--- src/rtl/core/commit_log_scan_verifier_core_defines.svh ---
// ----------------------------------------------------------------------------
// Commit log scan verifier assertion macros
// Shared assertion shorthands for the commit log scan verifier modules.
// ----------------------------------------------------------------------------
`ifndef COMMIT_LOG_SCAN_VERIFIER_CORE_DEFINES_SVH
`define COMMIT_LOG_SCAN_VERIFIER_CORE_DEFINES_SVH

// Same-cycle implication, checked outside reset.
`define CLSV_ASSERT_NOW(label, ante, cons, msg) \
  label: assert property (@(posedge clk) disable iff (!rst_n) (ante) |-> (cons)) \
    else $error(msg);

// Next-cycle implication, checked outside reset.
`define CLSV_ASSERT_NEXT(label, ante, cons, msg) \
  label: assert property (@(posedge clk) disable iff (!rst_n) (ante) |=> (cons)) \
    else $error(msg);

`endif

--- src/rtl/core/clsv_pkg.sv ---
// ----------------------------------------------------------------------------
// Commit log scan verifier package
// Types, constants and the CRC step shared by the verifier modules.
// ----------------------------------------------------------------------------
package clsv_pkg;

  typedef enum logic [1:0] {
    EV_DATA     = 2'd0,
    EV_TRAILER  = 2'd1,
    EV_COMMIT   = 2'd2,
    EV_DAMAGED  = 2'd3
  } event_t;

  localparam int IDX_W = 5;

  localparam logic [IDX_W-1:0] IDX_TYPE      = 5'd0;
  localparam logic [IDX_W-1:0] IDX_LEN       = 5'd1;
  localparam logic [IDX_W-1:0] IDX_LEN_PAD0  = 5'd2;
  localparam logic [IDX_W-1:0] IDX_LEN_PAD1  = 5'd3;
  localparam logic [IDX_W-1:0] IDX_LEN_PAD2  = 5'd4;
  localparam logic [IDX_W-1:0] IDX_MAGIC0    = 5'd5;
  localparam logic [IDX_W-1:0] IDX_MAGIC1    = 5'd6;
  localparam logic [IDX_W-1:0] IDX_MAGIC2    = 5'd7;
  localparam logic [IDX_W-1:0] IDX_MAGIC3    = 5'd8;
  localparam logic [IDX_W-1:0] IDX_CRC_FIRST = 5'd9;
  localparam logic [IDX_W-1:0] IDX_CRC_LAST  = 5'd12;
  localparam logic [IDX_W-1:0] IDX_LEN_FIRST = 5'd13;
  localparam logic [IDX_W-1:0] IDX_LEN_LAST  = 5'd16;
  localparam logic [IDX_W-1:0] TRAILER_BYTES = 5'd17;
  localparam logic [IDX_W-1:0] IDX_MAX       = 5'd31;

  localparam logic [7:0]  TRAILER_PAYLOAD = 8'd12;
  localparam logic [7:0]  MAGIC_0         = 8'h42;
  localparam logic [7:0]  MAGIC_1         = 8'h4A;
  localparam logic [7:0]  MAGIC_2         = 8'h43;
  localparam logic [7:0]  MAGIC_3         = 8'h31;
  localparam logic [31:0] CRC_POLY        = 32'hEDB88320;

  localparam int MID_DEPTH = 2;
  localparam int OUT_DEPTH = 2;

  typedef struct packed {
    logic type_ok;
    logic len_ok;
    logic zero_ok;
    logic magic0_ok;
    logic magic1_ok;
    logic magic2_ok;
    logic magic3_ok;
  } byte_class_t;

  typedef struct packed {
    logic [7:0]  data_byte;
    logic        record_last;
    logic        record_is_end;
    logic        record_bad;
    logic        stream_last;
    byte_class_t cls;
  } front_item_t;

  function automatic logic [31:0] crc_byte(input logic [31:0] crc, input logic [7:0] b);
    logic [31:0] c;
    c = ~crc ^ {24'd0, b};
    for (int k = 0; k < 8; k++) begin
      c = c[0] ? (CRC_POLY ^ (c >> 1)) : (c >> 1);
    end
    return ~c;
  endfunction

endpackage

--- src/rtl/core/clsv_fifo.sv ---
// ----------------------------------------------------------------------------
// Commit log scan verifier queue
// Small first-in first-out queue in flip-flops with push/full and pop/empty.
// ----------------------------------------------------------------------------
`include "commit_log_scan_verifier_core_defines.svh"

module clsv_fifo #(
  parameter int WIDTH = 8,
  parameter int DEPTH = 2
) (
  input  logic             clk,
  input  logic             rst_n,
  input  logic             push,
  input  logic [WIDTH-1:0] wdata,
  output logic             full,
  input  logic             pop,
  output logic [WIDTH-1:0] rdata,
  output logic             empty
);

  localparam int PTR_W = (DEPTH > 1) ? $clog2(DEPTH) : 1;
  localparam int CNT_W = $clog2(DEPTH + 1);
  localparam logic [PTR_W-1:0] PTR_LAST = PTR_W'(DEPTH - 1);
  localparam logic [CNT_W-1:0] CNT_FULL = CNT_W'(DEPTH);

  logic [WIDTH-1:0] mem_r [DEPTH];
  logic [PTR_W-1:0] wr_ptr_r, wr_ptr_nxt;
  logic [PTR_W-1:0] rd_ptr_r, rd_ptr_nxt;
  logic [CNT_W-1:0] count_r, count_nxt;
  logic             do_push;
  logic             do_pop;

  assign full    = (count_r == CNT_FULL);
  assign empty   = (count_r == '0);
  assign do_push = push && !full;
  assign do_pop  = pop && !empty;
  assign rdata   = mem_r[rd_ptr_r];

  always_comb begin
    wr_ptr_nxt = wr_ptr_r;
    rd_ptr_nxt = rd_ptr_r;
    count_nxt  = count_r;
    if (do_push) begin
      wr_ptr_nxt = (wr_ptr_r == PTR_LAST) ? '0 : wr_ptr_r + PTR_W'(1);
    end
    if (do_pop) begin
      rd_ptr_nxt = (rd_ptr_r == PTR_LAST) ? '0 : rd_ptr_r + PTR_W'(1);
    end
    if (do_push && !do_pop) begin
      count_nxt = count_r + CNT_W'(1);
    end else if (do_pop && !do_push) begin
      count_nxt = count_r - CNT_W'(1);
    end
  end

  always_ff @(posedge clk) begin
    if (!rst_n) begin
      wr_ptr_r <= '0;
      rd_ptr_r <= '0;
      count_r  <= '0;
    end else begin
      wr_ptr_r <= wr_ptr_nxt;
      rd_ptr_r <= rd_ptr_nxt;
      count_r  <= count_nxt;
    end
  end

  always_ff @(posedge clk) begin
    if (do_push) begin
      mem_r[wr_ptr_r] <= wdata;
    end
  end

  `CLSV_ASSERT_NOW(a_count_bound, 1'b1, count_r <= CNT_FULL, "queue count exceeds depth")
  `CLSV_ASSERT_NEXT(a_push_grows, do_push && !do_pop, count_r == $past(count_r) + CNT_W'(1), "push did not grow the queue")
  `CLSV_ASSERT_NEXT(a_pop_shrinks, do_pop && !do_push, count_r == $past(count_r) - CNT_W'(1), "pop did not shrink the queue")

endmodule

--- src/rtl/core/clsv_front.sv ---
// ----------------------------------------------------------------------------
// Commit log scan verifier front end
// Holds the type code register and classifies each incoming byte against the
// trailer pattern before it enters the middle queue.
// ----------------------------------------------------------------------------
module clsv_front (
  input  logic                 clk,
  input  logic                 rst_n,
  input  logic                 cfg_we,
  input  logic [7:0]           cfg_wdata,
  input  logic                 push,
  output logic                 full,
  input  logic [7:0]           in_data_byte,
  input  logic                 in_record_last,
  input  logic                 in_record_is_end,
  input  logic                 in_record_bad,
  input  logic                 in_stream_last,
  output logic                 q_push,
  output clsv_pkg::front_item_t q_item,
  input  logic                 q_full
);

  import clsv_pkg::*;

  logic [7:0] type_code_r;

  always_ff @(posedge clk) begin
    if (!rst_n) begin
      type_code_r <= 8'd0;
    end else if (cfg_we) begin
      type_code_r <= cfg_wdata;
    end
  end

  assign full   = q_full;
  assign q_push = push;

  always_comb begin
    q_item.data_byte     = in_data_byte;
    q_item.record_last   = in_record_last;
    q_item.record_is_end = in_record_is_end;
    q_item.record_bad    = in_record_bad;
    q_item.stream_last   = in_stream_last;
    q_item.cls.type_ok   = (in_data_byte == type_code_r);
    q_item.cls.len_ok    = (in_data_byte == TRAILER_PAYLOAD);
    q_item.cls.zero_ok   = (in_data_byte == 8'd0);
    q_item.cls.magic0_ok = (in_data_byte == MAGIC_0);
    q_item.cls.magic1_ok = (in_data_byte == MAGIC_1);
    q_item.cls.magic2_ok = (in_data_byte == MAGIC_2);
    q_item.cls.magic3_ok = (in_data_byte == MAGIC_3);
  end

endmodule

--- src/rtl/core/clsv_back.sv ---
// ----------------------------------------------------------------------------
// Commit log scan verifier back end
// Runs the commit CRC, trailer capture and commit checks, one byte a cycle
// when the output queue has room, and pushes each result into that queue.
// ----------------------------------------------------------------------------
`include "commit_log_scan_verifier_core_defines.svh"

module clsv_back #(
  parameter int OFFSET_WIDTH = 48
) (
  input  logic                        clk,
  input  logic                        rst_n,
  input  logic                        q_valid,
  input  clsv_pkg::front_item_t       q_item,
  output logic                        q_pop,
  input  logic                        res_full,
  output logic                        res_push,
  output logic [OFFSET_WIDTH+3:0]     res_data
);

  import clsv_pkg::*;

  localparam int OW = OFFSET_WIDTH;

  logic [31:0]      crc_r, crc_nxt;
  logic [31:0]      crc_start_r, crc_start_nxt;
  logic [OW-1:0]    pos_r, pos_nxt;
  logic [OW-1:0]    commit_start_r, commit_start_nxt;
  logic [OW-1:0]    good_end_r, good_end_nxt;
  logic [IDX_W-1:0] idx_r, idx_nxt;
  logic             shape_ok_r, shape_ok_nxt;
  logic             pending_r, pending_nxt;
  logic [31:0]      tr_crc_r, tr_crc_nxt;
  logic [31:0]      tr_len_r, tr_len_nxt;
  logic             damaged_r, damaged_nxt;

  logic             fire;
  logic             emit;
  event_t           ev;
  logic             shape_byte;
  logic [31:0]      crc_step;
  logic [OW-1:0]    pos_step;
  logic             is_tr;
  logic             mismatch;
  logic             clean;

  assign fire  = q_valid && !res_full;
  assign q_pop = fire;

  always_comb begin
    unique case (idx_r)
      IDX_TYPE:     shape_byte = q_item.cls.type_ok;
      IDX_LEN:      shape_byte = q_item.cls.len_ok;
      IDX_LEN_PAD0,
      IDX_LEN_PAD1,
      IDX_LEN_PAD2: shape_byte = q_item.cls.zero_ok;
      IDX_MAGIC0:   shape_byte = q_item.cls.magic0_ok;
      IDX_MAGIC1:   shape_byte = q_item.cls.magic1_ok;
      IDX_MAGIC2:   shape_byte = q_item.cls.magic2_ok;
      IDX_MAGIC3:   shape_byte = q_item.cls.magic3_ok;
      default:      shape_byte = (idx_r < TRAILER_BYTES);
    endcase
  end

  assign crc_step = crc_byte(crc_r, q_item.data_byte);
  assign pos_step = pos_r + OW'(1);

  always_comb begin
    crc_nxt          = crc_r;
    crc_start_nxt    = crc_start_r;
    pos_nxt          = pos_r;
    commit_start_nxt = commit_start_r;
    good_end_nxt     = good_end_r;
    idx_nxt          = idx_r;
    shape_ok_nxt     = shape_ok_r;
    pending_nxt      = pending_r;
    tr_crc_nxt       = tr_crc_r;
    tr_len_nxt       = tr_len_r;
    damaged_nxt      = damaged_r;
    emit             = 1'b0;
    ev               = EV_DATA;
    is_tr            = 1'b0;
    mismatch         = 1'b0;
    clean            = 1'b0;

    if (fire) begin
      if (damaged_r) begin
        emit = q_item.stream_last;
        ev   = EV_DAMAGED;
      end else if (q_item.record_bad) begin
        damaged_nxt = 1'b1;
        emit        = 1'b1;
        ev          = EV_DAMAGED;
      end else begin
        if (idx_r == IDX_TYPE) begin
          crc_start_nxt = crc_r;
          shape_ok_nxt  = shape_byte;
        end else begin
          shape_ok_nxt  = shape_ok_r && shape_byte;
        end
        if (!pending_r) begin
          if (idx_r >= IDX_CRC_FIRST && idx_r <= IDX_CRC_LAST) begin
            tr_crc_nxt = {q_item.data_byte, tr_crc_r[31:8]};
          end else if (idx_r >= IDX_LEN_FIRST && idx_r <= IDX_LEN_LAST) begin
            tr_len_nxt = {q_item.data_byte, tr_len_r[31:8]};
          end
        end
        crc_nxt = crc_step;
        pos_nxt = pos_step;

        if (q_item.record_last) begin
          emit    = 1'b1;
          idx_nxt = '0;
          is_tr   = shape_ok_nxt && (idx_r == IDX_LEN_LAST);
          if (is_tr) begin
            if (pending_r) begin
              damaged_nxt = 1'b1;
              ev          = EV_DAMAGED;
            end else begin
              pending_nxt = 1'b1;
              crc_nxt     = crc_start_nxt;
              ev          = EV_TRAILER;
            end
          end else begin
            mismatch = !q_item.record_is_end ||
                       (OW'(tr_len_r) != (pos_step - commit_start_r)) ||
                       (crc_step != tr_crc_r);
            if (pending_r && mismatch) begin
              damaged_nxt = 1'b1;
              ev          = EV_DAMAGED;
            end else if (q_item.record_is_end) begin
              good_end_nxt     = pos_step;
              commit_start_nxt = pos_step;
              crc_nxt          = '0;
              pending_nxt      = 1'b0;
              ev               = EV_COMMIT;
            end else begin
              ev = EV_DATA;
            end
          end
        end else begin
          idx_nxt = (idx_r < IDX_MAX) ? idx_r + IDX_W'(1) : IDX_MAX;
          if (q_item.stream_last) begin
            damaged_nxt = 1'b1;
            emit        = 1'b1;
            ev          = EV_DAMAGED;
          end
        end
      end

      clean = q_item.stream_last && !damaged_nxt && (good_end_nxt == pos_nxt);
    end

    res_push = fire && emit;
    res_data = {ev, good_end_nxt, q_item.stream_last, clean};

    if (fire && q_item.stream_last) begin
      crc_nxt          = '0;
      crc_start_nxt    = '0;
      pos_nxt          = '0;
      commit_start_nxt = '0;
      good_end_nxt     = '0;
      idx_nxt          = '0;
      shape_ok_nxt     = 1'b1;
      pending_nxt      = 1'b0;
      tr_crc_nxt       = '0;
      tr_len_nxt       = '0;
      damaged_nxt      = 1'b0;
    end
  end

  always_ff @(posedge clk) begin
    if (!rst_n) begin
      crc_r          <= '0;
      crc_start_r    <= '0;
      pos_r          <= '0;
      commit_start_r <= '0;
      good_end_r     <= '0;
      idx_r          <= '0;
      shape_ok_r     <= 1'b1;
      pending_r      <= 1'b0;
      tr_crc_r       <= '0;
      tr_len_r       <= '0;
      damaged_r      <= 1'b0;
    end else begin
      crc_r          <= crc_nxt;
      crc_start_r    <= crc_start_nxt;
      pos_r          <= pos_nxt;
      commit_start_r <= commit_start_nxt;
      good_end_r     <= good_end_nxt;
      idx_r          <= idx_nxt;
      shape_ok_r     <= shape_ok_nxt;
      pending_r      <= pending_nxt;
      tr_crc_r       <= tr_crc_nxt;
      tr_len_r       <= tr_len_nxt;
      damaged_r      <= damaged_nxt;
    end
  end

  `CLSV_ASSERT_NEXT(a_scan_cleared, fire && q_item.stream_last, pos_r == '0 && !damaged_r && !pending_r, "scan state not cleared after end of stream")
  `CLSV_ASSERT_NEXT(a_trailer_rewinds, fire && emit && ev == EV_TRAILER && !q_item.stream_last, pending_r && crc_r == crc_start_r, "trailer did not rewind the commit CRC")
  `CLSV_ASSERT_NEXT(a_commit_restarts, fire && emit && ev == EV_COMMIT && !q_item.stream_last, good_end_r == commit_start_r && crc_r == '0 && !pending_r, "accepted commit did not restart the scan")

endmodule

--- src/rtl/core/commit_log_scan_verifier_core.sv ---
// ----------------------------------------------------------------------------
// Commit log scan verifier core
// Scans an append-only log byte by byte, checks trailer-closed commits by
// length and reflected CRC-32, and reports damage and the last good end.
//
//   Channel   Handshake        Payload
//   input     push / full      in_data_byte, in_record_last, in_record_is_end,
//                              in_record_bad, in_stream_last
//   result    pop / empty      out_record_event, out_last_good_end,
//                              out_scan_done, out_tail_clean
//   config    cfg_we           cfg_wdata (binary type code)
//
// One byte is taken every cycle while full is low; the back end's CRC step
// sets that pace. A result passes the middle queue and the output queue,
// both registered, before it is on the output.
// Reset is synchronous and needs no clearing pass.
// A full output queue stops the back end, and a full middle queue then
// raises full.
// ----------------------------------------------------------------------------
module commit_log_scan_verifier_core #(
  parameter int OFFSET_WIDTH = 48
) (
  input  logic                    clk,
  input  logic                    rst_n,
  input  logic                    cfg_we,
  input  logic [7:0]              cfg_wdata,
  input  logic                    push,
  output logic                    full,
  input  logic [7:0]              in_data_byte,
  input  logic                    in_record_last,
  input  logic                    in_record_is_end,
  input  logic                    in_record_bad,
  input  logic                    in_stream_last,
  output logic                    empty,
  input  logic                    pop,
  output logic [1:0]              out_record_event,
  output logic [OFFSET_WIDTH-1:0] out_last_good_end,
  output logic                    out_scan_done,
  output logic                    out_tail_clean
);

  import clsv_pkg::*;

  localparam int ITEM_W = $bits(front_item_t);
  localparam int RES_W  = OFFSET_WIDTH + 4;

  logic              mid_push;
  front_item_t       mid_wdata;
  logic              mid_full;
  logic              mid_pop;
  front_item_t       mid_rdata;
  logic              mid_empty;
  logic              res_push;
  logic [RES_W-1:0]  res_wdata;
  logic              res_full;
  logic [RES_W-1:0]  res_rdata;

  clsv_front u_front (
    .clk              (clk),
    .rst_n            (rst_n),
    .cfg_we           (cfg_we),
    .cfg_wdata        (cfg_wdata),
    .push             (push),
    .full             (full),
    .in_data_byte     (in_data_byte),
    .in_record_last   (in_record_last),
    .in_record_is_end (in_record_is_end),
    .in_record_bad    (in_record_bad),
    .in_stream_last   (in_stream_last),
    .q_push           (mid_push),
    .q_item           (mid_wdata),
    .q_full           (mid_full)
  );

  clsv_fifo #(
    .WIDTH (ITEM_W),
    .DEPTH (MID_DEPTH)
  ) u_mid_q (
    .clk   (clk),
    .rst_n (rst_n),
    .push  (mid_push),
    .wdata (mid_wdata),
    .full  (mid_full),
    .pop   (mid_pop),
    .rdata (mid_rdata),
    .empty (mid_empty)
  );

  clsv_back #(
    .OFFSET_WIDTH (OFFSET_WIDTH)
  ) u_back (
    .clk      (clk),
    .rst_n    (rst_n),
    .q_valid  (!mid_empty),
    .q_item   (mid_rdata),
    .q_pop    (mid_pop),
    .res_full (res_full),
    .res_push (res_push),
    .res_data (res_wdata)
  );

  clsv_fifo #(
    .WIDTH (RES_W),
    .DEPTH (OUT_DEPTH)
  ) u_out_q (
    .clk   (clk),
    .rst_n (rst_n),
    .push  (res_push),
    .wdata (res_wdata),
    .full  (res_full),
    .pop   (pop),
    .rdata (res_rdata),
    .empty (empty)
  );

  assign out_record_event  = res_rdata[RES_W-1 -: 2];
  assign out_last_good_end = res_rdata[OFFSET_WIDTH+1:2];
  assign out_scan_done     = res_rdata[1];
  assign out_tail_clean    = res_rdata[0];

endmodule
--- config.mk ---
export PLATFORM = sky130hd
export DESIGN_NAME = commit_log_scan_verifier_core
export DESIGN_NICKNAME = d
export VERILOG_FILES = /design/src/rtl/core/clsv_pkg.sv /design/src/rtl/core/clsv_fifo.sv /design/src/rtl/core/clsv_front.sv /design/src/rtl/core/clsv_back.sv /design/src/rtl/core/commit_log_scan_verifier_core.sv
export VERILOG_INCLUDE_DIRS = /design/src /design/src/rtl/core
export SDC_FILE = /design/constraint.sdc
export NUM_CORES = 1
export LEC_CHECK = 0
export BUFFER_PORTS_ARGS = -buffer_cell sky130_fd_sc_hd__buf_4
export CELL_PAD_IN_SITES_DETAIL_PLACEMENT = 0
export CELL_PAD_IN_SITES_GLOBAL_PLACEMENT = 1
export CORE_MARGIN = 1.5
export CORE_UTILIZATION = 45
export CTS_BUF_LIST = sky130_fd_sc_hd__clkbuf_4
export DETAILED_ROUTE_END_ITERATION = 8
export HOLD_SLACK_MARGIN = 0.02
export PLACE_DENSITY_LB_ADDON = 0.1
export SETUP_SLACK_MARGIN = 0.15
export SYNTH_ARGS = -nofsm -noshare
export SYNTH_HDL_FRONTEND = slang
export SYNTH_HIERARCHICAL = 1
export SYNTH_SLANG_ARGS = --single-unit
--- constraint.sdc ---
create_clock -name clk -period 8.3 [get_ports clk]
set_input_delay 2.49 -clock clk [delete_from_list [all_inputs] [get_ports clk]]
set_output_delay 2.49 -clock clk [all_outputs]
set_load 0.1 [all_outputs]
==> results.tsv <==
stage	metric	value	unit
run_status	status	complete, no violations	
place	port_buffers	78	
route	drt_iter0_markers	1676	
worst_setup_path	reg2reg_to	u_out_q/mem_r[0][0]	
route	wl_per_cell	23.8	um
place	gp_congestion	1.05	
flow_run	max_cap_viol_count	0	
route	drt-pass1-iter-count	6	
grt	grt_start_max_net_pins	69	
cells_and_area	nNetsFinal	3076	
worst_setup_path	crit_family	simple AND/OR/NAND/NOR gates	
worst_setup_path	r2r_slack	0.45	ns
yosys	netlist_area	26300	um2
yosys	synth_edf_count	142	
route	wl	92200	um
sta	relSlewSlack	10.6	%
worst_setup_path	crit_fanout	9	
cts	cts_tree	yes	
sta	worst_pin_slew	1.31	ns
worst_setup_path	cpPeakStageDelay	0.64	ns
yosys	yosysTopAreaCell	dfxtp_1	
yosys	synth_area_leaders	dfxtp_1 (23%), edfxtp_1 (16%), xnor2_1 (5.2%)	
cts	h-tree-depth	3	
cells_and_area	synthToLayoutAreaGrowth	10.4	%
power_and_ir_drop	p_total	13000	uW
worst_setup_path	critPathLaunch	u_back/pos_r[0]	
route	met2_length	44200	um
route	route.vias.total	22800	
route	highest_layer	met4	
worst_setup_path	cp_num_buf_inv	0	
cells_and_area	fillers	5631	
die	rows	88	
worst_setup_path	criticalPathCategory	flip-flop to flip-flop	
sta	finalSetupViolCount	0	
sta	timing.final.crit_share	94.6	%
worst_setup_path	arrival	8.49	ns
route	met1_length	38800	um
die	die_y	245	um
route	viasPerCell	5.90	
worst_setup_path	cp_num_cells	20	
sta	hold_viol_final	0	
yosys	ys.flop_type	dfxtp_1	
grt	grt_pass1_vias	22300	
yosys	synth.avg_cell_area	8.89	um2
die	core	57700	um2
grt	grt.total_usage	30.6	%
worst_setup_path	cp-start-kind	flip-flop	
cts	cts_buffers	118	
worst_setup_path	r2r-start	u_back/pos_r[0]	
cts	cts.clk_slew.worst_paths	0.06	ns
route	route.met3.wl	4830	um
worst_setup_path	crit_end	u_out_q/mem_r[0][0]	
die	die_w	245	um
power_and_ir_drop	max-vdd-ir-drop	0.000460	V
place	hpwl	69400	um
yosys	ys_async_sr_fraction	0	%
hold_path	hold_class	flip-flop to flip-flop	
yosys	syn_nets	3036	
worst_setup_path	ff2ff_path_depth	20	
sta	fin_crit	7.85	ns
cts	hold_buffers	0	
cts	clk_path_buf_depth	3	
cts	clk_latency	0.94	ns
grt	grt_pass1_wl	139000	um
worst_setup_path	worst_path_max_delay_cell	or3_1	
sta	setup_tns	0	ns
yosys	ys_ff_latch	440	
die	ioPinCount	79	
sta	skew	0.0700	ns
cts	cts_root_buf	clkbuf_4	
yosys	synth_warnings	6	
yosys	yosysTopAreaCellShare	22.7	%
yosys	synthCells	2956	
die	die-area	59900	um2
cells_and_area	drive_above_1_share	14.7	%
cts	cts.sinks	440	
sta	max_freq	127	MHz
grt	overflow	0	
grt	grt_antenna_before_repair	2	
route	drc	0	
worst_setup_path	cp-end-kind	flip-flop	
yosys	synth_cell_types	87	
die	start_util	45.6	%
sta	rsz0062_at_grt	yes	
power_and_ir_drop	p_per_area	450	nW/um2
worst_setup_path	path_cells	ha_1 -> and3_1 -> and3_1 -> nand3_1 -> or3_1 -> nor3_1 -> xor2_1 -> ha_1 -> nand2_1 -> o21ai_0 -> a211oi_2 -> a31o_2 -> o2111ai_1 -> a311o_1 -> nor4b_1 -> nand4_1 -> nor4b_4 -> a21oi_1 -> or3_1 -> a211oi_1	
worst_setup_path	cp.required	8.94	ns
power_and_ir_drop	p_leak	0.0120	uW
route	ant_nets	0	
yosys	ys_seq_area_share	38.9	%
sta	report.final.slew_viol_count	0	
-- per-layer routing --
metal	track usage, %	up-vias
met2	51.6	728
li1	-	10800
met4	13.8	0
met3	4.77	213
met1	38.6	11100
met5	0	-
-- final cells by class --
| class | instances | area (um2) | area share [%] |
|---|---|---|---|
| inverter | 87 | 327 | 1.13 |
| timing repair buffer | 122 | 953 | 3.29 |
| multi-input combinational | 2227 | 14900 | 51.4 |
| sequential | 440 | 10200 | 35.3 |
| tap | 765 | 957 | 3.30 |
| clock inverter | 34 | 191 | 0.660 |
| antenna | 6 | 15.0 | 0.0518 |
| clock buffer | 188 | 1410 | 4.86 |
-- worst reg2reg max path: cells and delay by family, from the launching register on --
| kind | cells | cell delay (ns) |
|---|---|---|
| fa+ha+maj | 2 | 0.73 |
| xor+xnor | 1 | 0.29 |
| simple gates | 10 | 3.80 |
| compound gates | 7 | 2.27 |
| flops | 1 | 0.49 |
-- flip-flops by register name, summed over array words and instances, names as in the netlist, 2 cells and up, named ones only --
register,count
u_back/good_end_r,48
u_mid_q/count_r,2
u_back/pos_r,48
u_back/crc_r,32
u_out_q/mem_r,104
u_back/tr_crc_r,32
u_mid_q/mem_r,38
u_front/type_code_r,8
u_out_q/count_r,2
u_back/tr_len_r,32
u_back/crc_start_r,32
u_back/idx_r,5
u_back/commit_start_r,48
-- cell usage in the layout (no fill, tap or decap), drive strengths merged, types with 13 or more instances in the layout --
master,instances
a21oi,242
and3,24
a211oi,25
nor4,24
nand3,76
nor2b,13
or3,39
o21ai,137
clkbuf,188
nand4,57
xnor2,169
mux2i,60
nand2,361
nor3,62
o2111ai,15
mux2,80
dfxtp,298
ha,54
nor2,211
inv,91
or2,13
o211ai,16
o21a,59
a31oi,15
o211a,91
a21o,23
clkinv,28
edfxtp,142
nand2b,57
xnor3,13
buf,122
and2,20
xor2,101
-- report_power, final --
group	leakage [uW]	total (uW)	switching [uW]	internal, uW
sequential	0.00375	2910	258	2650
combinational	0.00728	8120	5520	2600
clock	0.000960	2010	947	1060
-- per-stage QoR --
step / instances / cell area (um2) / util, % / worst slack [ns] / hold slack, ns
after global routing: 3867 / 29000 / 50.3 / 0.150 / 0.474
final: 3869 / 29000 / 50.3 / 0.452 / 0.453
after floorplan: 2956 / 26300 / - / 2.41 / 0.436
after CTS: 3859 / 28900 / 50.1 / 0.263 / 0.454
after detailed placement: 3637 / 27300 / 47.4 / 0.298 / 0.446
after global placement: 3636 / 27300 / 47.4 / 0.324 / 0.441
-- how the worst min path moves through the flow --
| stage | startpoint | endpoint | slack [ns] | depth (start not counted) |
|---|---|---|---|---|
| 2_1_floorplan | u_back/crc_start_r[12] | u_back/crc_start_r[12] | 0.44 | 2 |
| 3_3_place_gp | u_back/crc_start_r[16] | u_back/crc_start_r[16] | 0.44 | 2 |
| 3_5_place_dp | u_back/crc_start_r[5] | u_back/crc_start_r[5] | 0.45 | 2 |
| 5_1_grt | u_back/crc_start_r[4] | u_back/crc_start_r[4] | 0.47 | 2 |
| 6_report | u_back/crc_start_r[4] | u_back/crc_start_r[4] | 0.45 | 2 |
| 4_1_cts | u_back/crc_start_r[28] | u_back/crc_start_r[28] | 0.45 | 2 |
-- repair_timing --
item                       in CTS  in global routing
gates resized for setup         0                  3
setup buffers                   0                  4
setup endpoints to repair       0                181
-- synth_stat cells, drive strengths merged, types with 16 or more instances --
cell	count
nand2	361
dfxtp	298
a21oi	242
nor2	211
xnor2	169
edfxtp	142
clkbuf	141
o21ai	137
xor2	101
o211a	91
inv	87
mux2	80
nand3	76
nor3	62
buf	61
mux2i	60
o21a	59
nand2b	57
nand4	57
ha	54
or3	39
a211oi	25
and3	24
nor4	24
a21o	23
and2	20
o211ai	16
-- cells by family after synthesis --
| family | share of synthesized area (%) |
|---|---|
| AOI/OAI and AO/OA | 19.0 |
| xor gates and xnor gates | 10.8 |
| adders and majority gates | 2.65 |
| buffers and inverters | 4.62 |
| DFF | 38.9 |
| muxes | 5.71 |
| and+or+nand+nor | 18.3 |
No activity file was read; power rests on OpenSTA's default activity.
